`config.mk`:
```
export PLATFORM = sky130hd
export DESIGN_NAME = mgis_ctrl
export DESIGN_NICKNAME = d
export VERILOG_FILES = /design/src/hw/rtl/mgis_pkg.sv /design/src/hw/rtl/mgis_ctrl.sv
export SDC_FILE = /design/constraint.sdc
export NUM_CORES = 1
export LEC_CHECK = 0
export ABC_CLOCK_PERIOD_IN_PS = 3100
export BUFFER_PORTS_ARGS = -buffer_cell sky130_fd_sc_hd__buf_2
export CAP_MARGIN = 0
export CORE_MARGIN = 8
export CORE_UTILIZATION = 51
export DETAILED_ROUTE_END_ITERATION = 6
export PLACE_DENSITY = 0.84
export SYNTH_ARGS = -nofsm -noshare
export SYNTH_HDL_FRONTEND = slang
export SYNTH_SLANG_ARGS = --single-unit
```
`constraint.sdc`:
```
create_clock -name clk -period 3.1 [get_ports clk]
set_clock_uncertainty 0.2 [all_clocks]
set_input_delay 0.62 -clock clk [delete_from_list [all_inputs] [get_ports clk]]
set_output_delay 0.62 -clock clk [all_outputs]
set_load 0.02 [all_outputs]
```
`src/hw/rtl/mgis_pkg.sv`:
```
// Shared types and constants for the microbial GA tournament step block.
package mgis_pkg;

  localparam int PopSize    = 128;
  localparam int GeneCount  = 32;
  localparam int GeneWidth  = 16;
  localparam int PopW       = 7;
  localparam int GeneIdxW   = 5;
  localparam int AddrW      = PopW + GeneIdxW;
  localparam int TryLimit   = 64;
  localparam int TryW       = 7;
  localparam logic [31:0] LfsrTaps = 32'hD000_0001;

  typedef enum logic [1:0] {
    OP_WR_GENE = 2'd0,
    OP_WR_FIT  = 2'd1,
    OP_TOURN   = 2'd2,
    OP_RD_GENE = 2'd3
  } op_t;

  typedef enum logic [1:0] {
    ST_OK    = 2'd0,
    ST_EQUAL = 2'd1,
    ST_RANGE = 2'd2
  } status_t;

  // Register indexes on the configuration port
  localparam logic [2:0] REG_GENE_MIN = 3'd0;
  localparam logic [2:0] REG_GENE_MAX = 3'd1;
  localparam logic [2:0] REG_RECOMB   = 3'd2;
  localparam logic [2:0] REG_MUTATE   = 3'd3;
  localparam logic [2:0] REG_GENES    = 3'd4;
  localparam logic [2:0] REG_POP      = 3'd5;
  localparam logic [2:0] REG_SEED     = 3'd6;

  // Controller to datapath
  typedef struct packed {
    logic capture;     // latch input item
    logic fit_rd;      // read both fitnesses
    logic decide;      // pick winner and loser
    logic gene_rd;     // read winner and loser gene at gene counter
    logic recomb;      // recombine draw, pick working value
    logic mut_draw;    // mutate decision draw
    logic exp_draw;    // exponent draw
    logic coin_step;   // coin draw and step
    logic clamp_wr;    // clamp and write working value
    logic plain_wr;    // write working value unchanged
    logic next_gene;   // advance gene counter
    logic item_wr;     // single write of gene or fitness
    logic item_rd;     // single gene read
    logic emit;        // present result
  } mgis_cmd_t;

  // Datapath to controller
  typedef struct packed {
    op_t  op;
    logic bad_index;
    logic picks_equal;
    logic genes_done;
    logic mut_hit;      // mutate draw of this cycle is below threshold
    logic do_mutate;    // latched mutate decision for the current gene
    logic range_empty;
    logic in_range;
    logic tries_done;
  } mgis_sts_t;

endpackage

```
`src/hw/rtl/mgis_ctrl.sv`:
```
// Controller state machine for the microbial GA tournament step block.
module mgis_ctrl (
  input  logic               clk,
  input  logic               rst_n,
  input  logic               start,
  output logic               busy,
  input  mgis_pkg::mgis_sts_t sts,
  output mgis_pkg::mgis_cmd_t cmd
);
  import mgis_pkg::*;

  typedef enum logic [10:0] {
    S_IDLE   = 11'b000_0000_0001,
    S_CHECK  = 11'b000_0000_0010,
    S_FIT    = 11'b000_0000_0100,
    S_DECIDE = 11'b000_0000_1000,
    S_GRD    = 11'b000_0001_0000,
    S_RECOMB = 11'b000_0010_0000,
    S_MDRAW  = 11'b000_0100_0000,
    S_EXP    = 11'b000_1000_0000,
    S_COIN   = 11'b001_0000_0000,
    S_WRITE  = 11'b010_0000_0000,
    S_DONE   = 11'b100_0000_0000
  } state_t;

  state_t state_r, state_nxt;

  always_ff @(posedge clk) begin
    if (!rst_n) state_r <= S_IDLE;
    else        state_r <= state_nxt;
  end

  assign busy = (state_r != S_IDLE);

  // Next state and commands
  always_comb begin
    state_nxt = state_r;
    cmd       = '0;
    unique case (state_r)
      S_IDLE: begin
        if (start) begin
          cmd.capture = 1'b1;
          state_nxt   = S_CHECK;
        end
      end
      S_CHECK: begin
        if (sts.bad_index) state_nxt = S_DONE;
        else begin
          unique case (sts.op)
            OP_TOURN: state_nxt = sts.picks_equal ? S_DONE : S_FIT;
            OP_RD_GENE: begin
              cmd.item_rd = 1'b1;
              state_nxt   = S_DONE;
            end
            default: begin
              cmd.item_wr = 1'b1;
              state_nxt   = S_DONE;
            end
          endcase
        end
      end
      S_FIT: begin
        cmd.fit_rd = 1'b1;
        state_nxt  = S_DECIDE;
      end
      S_DECIDE: begin
        cmd.decide = 1'b1;
        state_nxt  = S_GRD;
      end
      S_GRD: begin
        if (sts.genes_done) state_nxt = S_DONE;
        else begin
          cmd.gene_rd = 1'b1;
          state_nxt   = S_RECOMB;
        end
      end
      S_RECOMB: begin
        cmd.recomb = 1'b1;
        state_nxt  = S_MDRAW;
      end
      S_MDRAW: begin
        cmd.mut_draw = 1'b1;
        state_nxt    = (sts.mut_hit && !sts.range_empty) ? S_EXP : S_WRITE;
      end
      S_EXP: begin
        cmd.exp_draw = 1'b1;
        state_nxt    = S_COIN;
      end
      S_COIN: begin
        cmd.coin_step = 1'b1;
        state_nxt     = S_WRITE;
      end
      S_WRITE: begin
        // After a step: retry while out of range and attempts remain
        if (sts.do_mutate && !sts.range_empty && !sts.in_range && !sts.tries_done) begin
          state_nxt = S_EXP;
        end else begin
          if (sts.do_mutate && !sts.range_empty) cmd.clamp_wr = 1'b1;
          else                                   cmd.plain_wr = 1'b1;
          cmd.next_gene = 1'b1;
          state_nxt     = S_GRD;
        end
      end
      S_DONE: begin
        cmd.emit  = 1'b1;
        state_nxt = S_IDLE;
      end
      default: state_nxt = S_IDLE;
    endcase
  end

  assert property (@(posedge clk) disable iff (!rst_n)
    (state_r == S_DONE) |=> (state_r == S_IDLE))
    else $error("result state not followed by idle");
  assert property (@(posedge clk) disable iff (!rst_n)
    cmd.emit |-> (state_r == S_DONE))
    else $error("result emitted outside done state");
  assert property (@(posedge clk) disable iff (!rst_n)
    (start && !busy) |=> (state_r == S_CHECK))
    else $error("accepted item did not enter check");
endmodule

```
### Yosys cells after proc, flatten, opt, wreduce, memory -nomap -nowiden

Cells that the tools add are included.

| cells by class | value |
|---|---|
| eq/ne operators | 15 |
| muxes and demuxes | 27 |
| reductions and logical operators | 8 |

Operators with widths:

| kind | count |
|---|---|
| case mux 11 bit (10 select lines) | 1 |
| 2-to-1 mux 11 bit | 5 |
| 2-to-1 mux 1 bit | 15 |
| == test 11 x 1 -> 1 bit, second input constant | 1 |
| == test 11 x 10 -> 1 bit, second input constant | 1 |
| == test 11 bit, second input constant | 1 |
| == test 11 x 2 -> 1 bit, second input constant | 1 |
| == test 11 x 3 -> 1 bit, second input constant | 1 |
| == test 11 x 4 -> 1 bit, second input constant | 1 |
| == test 11 x 5 -> 1 bit, second input constant | 1 |
| == test 11 x 6 -> 1 bit, second input constant | 1 |
| == test 11 x 7 -> 1 bit, second input constant | 1 |
| == test 11 x 8 -> 1 bit, second input constant | 1 |
| == test 11 x 9 -> 1 bit, second input constant | 1 |
| inequality test 11 x 1 -> 1 bit, second input constant | 1 |
| 2-to-1 mux 10 bit | 1 |
| 2-to-1 mux 8 bit | 1 |
| 2-to-1 mux 3 bit | 2 |
| == test 2 bit, second input constant | 2 |
| logical AND 1 bit | 4 |
| 2-to-1 mux 2 bit | 2 |
| zero test 1 bit | 3 |
| inequality test 2 bit, second input constant | 1 |
| OR reduction 2 bit | 1 |

| storage, ports and cells | value |
|---|---|
| register bits after elaboration | 11 |
| input bits | 13 |
| logic and storage cells | 51 |

### Logic depth before layout (Yosys ltp)

Gate-level depths: netlist (run 1).

| depth | value |
|---|---|
| word-level depth | 6 |
| mapped depth | 5 |
| depth with buffers taken out | 4 |

### Worst setup path before layout (run 1)

No wires, ideal clock.

| path | value |
|---|---|
| path type | register -> output |
| from | register state_r[6] |
| to | output cmd[1] in the netlist's numbering |
| data arrival time | 1,732 ps |
| data required time | 2,280 ps |
| slack | 548 ps |
| cell stages (with the launch flop) | 5 |
| buffers on the path | 1 |
| cells stage by stage | dfxtp_1 > buf_6 > nor4_4 > nand4_1 > nor4bb_1 |

RTL lines:

| element | line | text |
|---|---|---|
| from (decl) | mgis_ctrl.sv:26 | `state_t state_r, state_nxt;` |
| from (signal assigned) | mgis_ctrl.sv:30 | `else state_r <= state_nxt;` |
| to (decl) | mgis_ctrl.sv:8 | `output mgis_pkg::mgis_cmd_t cmd` |

==> flow_summary.toml, run 1 <==
[clock_network]
clk_latency_ns = 0.27
cts_root_buf = "clkbuf_4"
cts.hold.buffers_added = 0
cts.htree.levels = 1
numCtsBuffers = 3
cts_setup_buffers = 0
clock_sinks = 11
clockBufferDepth = 2
path_clk_slew_ns = 0.08
cts_tree = "built"
cts-resized-gates = 0

[die]
ios = 28
initial_core_util_pct = 51.9
fp.dieH_um = 54.5
die_x_um = 54.5
core_sq_um = 1450
die_area_sq_um = 2970
rows = 14

[final_layout]
design_area_sq_um = 917
regMostFlops = "state_r"
largest_reg_flops = 11
reg_top3 = "state_r x11"
final_cells = 132
num-nets-final = 130
n_antenna_cell = 0
layout-drive-gt1-share_pct = 35.3
areaGrowthSynthToFinish_pct = 21.6

[global_route]
grt_max_degree = 10
grt_pass1_wl_um = 3080
grtUsageTotal_pct = 13.7
grt_overflow = 0
grt_pass1_vias = 734
grt_antenna_before_repair = 0

[status]
status = "finished clean"

[yosys]
syn_avg_cell_area_sq_um = 8.67
synth_edf_count = 0
synth_top_cell_area_share_pct = 29.2
yosys-top-cells-area = "dfxtp_1 (29%), nor2_1 (6.5%), nor4_4 (5.6%)"
yosysWarningCount = 0
synthTopCellsByCount = "nor2_1 (13), dfxtp_1 (11), inv_1 (5), nand2b_1 (5), nor3_1 (5)"
synthesis.nets = 100
ys_ff_latch = 11
ys_types = 34
async_reset_ff_share_pct = 0
yosysMostFrequentCell = "nor2_1"
ys_seq_area_share_pct = 29.2
postSynthCellCount = 87
yosysTopAreaCell = "dfxtp_1"
synth_area_sq_um = 754
synthFlopType = "dfxtp_1"

[power_and_ir_drop]
switching_share_pct = 30.1
clkPwrFrac_pct = 30.5
internal_power_uw = 228
vdd_drop_max_v = 0.000245
power.density_nw_per_um2 = 355
seqPwrFrac_pct = 46.7
p_leak_nw = 0.422
comb_power_share_pct = 22.8
p_switching_uw = 97.9

[critical_path]
slowest_delay_ns = 0.45
crit_arrival_ns = 1.86
cp-start-kind = "register"
setup.worst_path.end_class = "output port"
worstPathCellList = "nor4_4, nand4_1, nand2b_1, nor2_1, buf_2"
crit_fanout = 7
crit_type = "reg -> out"
cp_slowest_cell = "nor4_4"
required_ns = 2.28

[timing]
timing.fmax_mhz = 373
setup_tns_ns = 0
tightest_slew_ns = 0.419
period_needed_ns = 2.68
holdWs_ns = 0.347
finalHoldViolations = 0
slew_headroom_pct = 71.9
setup_viol = 0
rsz0062_at_grt = "false"
slew_violations = 0
final.period_utilization_pct = 86.4
setup_ws_ns = 0.420

[routing]
vias_per_cell = 5.80
wirelength_met1_um = 786
routed_wl_um = 1960
drc_errors = 0
ant_nets = 0
maxUsedRoutingLayer = "met4"
drt_iter0_markers = 34
vias = 766
wl_met3_um = 120
detailroute.wirelength.met2_um = 1040
dr.pass1.iters = 4
wire_per_inst_um = 14.8

[placement]
port_buffers = 27
hpwl_um = 1560
gp_congestion = 0.826
place_ws_ns = 0.709
postPlaceCellArea_sq_um = 891
dp_cells = 128

[hold_path]
hold_class = "in -> reg"

[job]
drv_cap = 0
[path summary, 6_finish.rpt]
kind	cells after the start	start	endpoint	slack, ns
worst min-delay path	2	sts[5]	state_r[5]	0.35
worst max-delay path	5	state_r[0]	cmd[5]	0.42
worst min register to register	2	state_r[5]	state_r[6]	0.38
worst max register to register	4	state_r[0]	state_r[4]	1.31
[cell families (layout without fill, tap and decap cells)]
family                 Yosys count  in the layout  share of synthesized area [%]
AO/OA/AOI/OAI                   13             13                           13.9
flip-flops                      11             11                           29.2
AND/OR/NAND/NOR                 54             54                           49.6
XOR/XNOR                         2              2                           2.32
buffers and inverters            7             36                           4.98
[cell usage in the layout (no fill, tap or decap), drive strengths merged]
cell type  instances
buf               27
nor2              13
dfxtp             11
nor3               6
inv                5
nand2b             5
clkbuf             4
nor4               4
and4               3
nor2b              3
nor4b              3
nand2              3
a21oi              3
nand3              3
nand4              3
o21ai              3
and2               2
and2b              2
o32a               2
xor2               2
and4b              1
or3                1
nor4bb             1
o211a              1
nor3b              1
o2111ai            1
a221oi             1
o32ai              1
o21bai             1
[critical path, delay by kind of cell, from the launching register on]
kind / cells / cell delay, ns
buffers and inverters: 1 / 0.17
AND/OR/NAND/NOR: 4 / 1.03
flip-flops: 1 / 0.38
[power by group through the flow]
stage	logic, mW	clock network (mW)	registers, mW
floorplan	0.0513	0	0.154
global placement	0.0716	0	0.155
detailed placement	0.0737	0	0.155
CTS	0.0744	0.100	0.152
global route	0.0804	0.110	0.153
finish	0.0743	0.0992	0.152
[stage by stage]
stage	power (mW)	util, %
3_3_place_gp	0.227	61.3
3_5_place_dp	0.229	61.3
4_1_cts	0.327	63.1
6_report	0.326	63.1
5_1_grt	0.343	63.1
2_1_floorplan	0.205	-
[layout make-up]
class                   count  area (sq um)
fillers                   136           537
clock buffers               4          26.3
inverters                   5          18.8
repair buffers             27           135
flip-flops and latches     11           220
well taps                  16          20.0
multi-input cells          69           497
[layer usage]
layer / global-route usage, % / up-vias
met5: 0 / -
met4: 6.15 / 0
met3: 4.89 / 2
met2: 22.1 / 24
met1: 16.0 / 355
li1: - / 385
No activity file was read; power rests on OpenSTA's default activity.
==> inputs of run 2 (changes only) <==
Settings changed: ABC_AREA set to 1, SLEW_MARGIN set to 20.
==> run 2 against run 1 <==
Wire length is 11% lower. Final area is 3.8% higher. Die area is 1.5% higher. Sequential share of layout area is 0.88 points lower. First-iteration DRC count is 74% lower. Sequential power hardly changed. Largest cell class unchanged. Via count is 3.7% higher. Critical path type unchanged. Critical path depth is 1 higher. Critical endpoint is now cmd[10]. Fmax is 13% higher.
==> flow_summary.toml, run 2 <==
[critical_path]
worstReg2RegEnd = "state_r[3]"
setup.worst_path.end_class = "output port"
crit_type = "reg -> out"
r2r_start = "state_r[6]"
crit_fanout = 3
cp-start-kind = "register"
crit_arrival_ns = 1.55
reg2reg_slack_ns = 1.50
required_ns = 2.28
r2r_cells = 8

[yosys]
postSynthCellCount = 119
synthFlopType = "dfxtp_1"
ys_ff_latch = 11
synthTopCellsByCount = "inv_1 (24), nand2_1 (22), nor2_1 (14), dfxtp_1 (11)"
synthesis.nets = 132
async_reset_ff_share_pct = 0
synth_area_sq_um = 771
yosysWarningCount = 0
synth_edf_count = 0
synth_top_cell_area_share_pct = 28.6
yosysTopAreaCell = "dfxtp_1"
yosys-top-cells-area = "dfxtp_1 (29%), inv_1 (12%), nand2_1 (11%)"
syn_avg_cell_area_sq_um = 6.48
ys_seq_area_share_pct = 28.6
ys_types = 19
yosysMostFrequentCell = "inv_1"

[die]
rows = 14
die_x_um = 54.9
initial_core_util_pct = 53.0
fp.dieH_um = 54.9
core_sq_um = 1450
die_area_sq_um = 3010
ios = 28

[clock_network]
cts-resized-gates = 0
clockBufferDepth = 2
path_clk_slew_ns = 0.07
cts.htree.levels = 1
cts_root_buf = "clkbuf_4"
clock_sinks = 11
cts_setup_buffers = 0
cts.hold.buffers_added = 0
clk_latency_ns = 0.27
numCtsBuffers = 3
cts_tree = "built"

[power_and_ir_drop]
p_leak_nw = 0.541
total_power_uw = 329
vdd_drop_max_v = 0.000205
power.density_nw_per_um2 = 345

[final_layout]
num-nets-final = 164
areaGrowthSynthToFinish_pct = 23.5
layout_common_cells = "buf_2 (27), inv_1 (24), nand2_1 (22), nor2_1 (14), dfxtp_1 (11)"
layout-drive-gt1-share_pct = 37.3
n_antenna_cell = 0
largest_reg_flops = 11
final_cells = 166
regMostFlops = "state_r"
reg_top3 = "state_r x11"
final_common_cell = "buf_2"

[timing]
tightest_slew_ns = 0.376
timing.fmax_mhz = 423
period_needed_ns = 2.37
setup_viol = 0
slew_headroom_pct = 74.7
slew_violations = 0
final.period_utilization_pct = 76.3
rsz0062_at_grt = "false"
finalHoldViolations = 0
setup_tns_ns = 0

[routing]
detailroute.wirelength.met2_um = 802
drt_iter0_markers = 9
vias_per_cell = 4.78
maxUsedRoutingLayer = "met4"
dr.pass1.iters = 4
wl_met3_um = 91
ant_nets = 0
wirelength_met1_um = 813
vias = 794
routed_wl_um = 1740
drc_errors = 0
wire_per_inst_um = 10.5

[hold_path]
hold_class = "reg -> reg"
hp-start = "state_r[1]"
hold_end = "state_r[1]"
whs_path_depth = 2

[job]
drv_cap = 0

[placement]
hpwl_um = 1520
dp_cells = 162
port_buffers = 27
gp_congestion = 0.781

[global_route]
grt_pass1_wl_um = 3050
grt_antenna_before_repair = 0
grt_max_degree = 7
grt_overflow = 0
grtUsageTotal_pct = 13.7
grt_pass1_vias = 823

[status]
status = "finished clean"
run 2: worst max-delay path by stage:
stage                from      end  cells past startpoint
2_1_floorplan      sts[2]   cmd[5]                      6
3_3_place_gp       sts[2]   cmd[5]                      8
3_5_place_dp       sts[2]   cmd[5]                      8
4_1_cts        state_r[6]  cmd[10]                      6
5_1_grt        state_r[6]  cmd[10]                      6
6_report       state_r[6]  cmd[10]                      6
run 2: critical path, stage by stage, from the launching register on:
cell	delay [ns]
dfxtp_1	0.34
nor2_2	0.18
inv_1	0.07
nor3_1	0.23
nand2_1	0.11
nor2_1	0.16
buf_2	0.19
run 2: logic make-up after synthesis:
logic type,count (synthesis),synth area share (%)
and+or+nand+nor,72,51.1
buffers and inverters,28,13.6
DFF,11,28.6
AOI/OAI and AO/OA,8,6.66
run 2: layout make-up:
| type | count | area [sq um] |
|---|---|---|
| multi-input cells | 80 | 445 |
| clock buffers | 4 | 26.3 |
| fillers | 137 | 502 |
| flip-flops and latches | 11 | 220 |
| inverters | 28 | 105 |
| repair buffers | 27 | 135 |
| well taps | 16 | 20.0 |
run 2: report_power, final:
part / switching (mW) / internal, mW
Combinational: 0.0514 / 0.0285
Sequential: 0.00404 / 0.145
Clock: 0.0502 / 0.0498
Total: 0.106 / 0.223
run 2: stage by stage:
| step | instance area (sq um) | worst slack (ns) | util (%) | hold WS (ns) |
|---|---|---|---|---|
| after detailed placement | 926 | 0.908 | 63.7 | 0.314 |
| after global routing | 952 | 0.567 | 65.5 | 0.367 |
| after CTS | 952 | 0.704 | 65.5 | 0.325 |
| after floorplan | 771 | 0.927 | - | 0.292 |
| final | 952 | 0.734 | 65.5 | 0.324 |
| after global placement | 926 | 1.01 | 63.7 | 0.304 |
run 2: metal layers:
metal / up-vias / GRT usage, %
met5: - / 0
met4: 0 / 8.61
met3: 4 / 2.72
met2: 26 / 22.1
met1: 346 / 16.2
li1: 418 / -
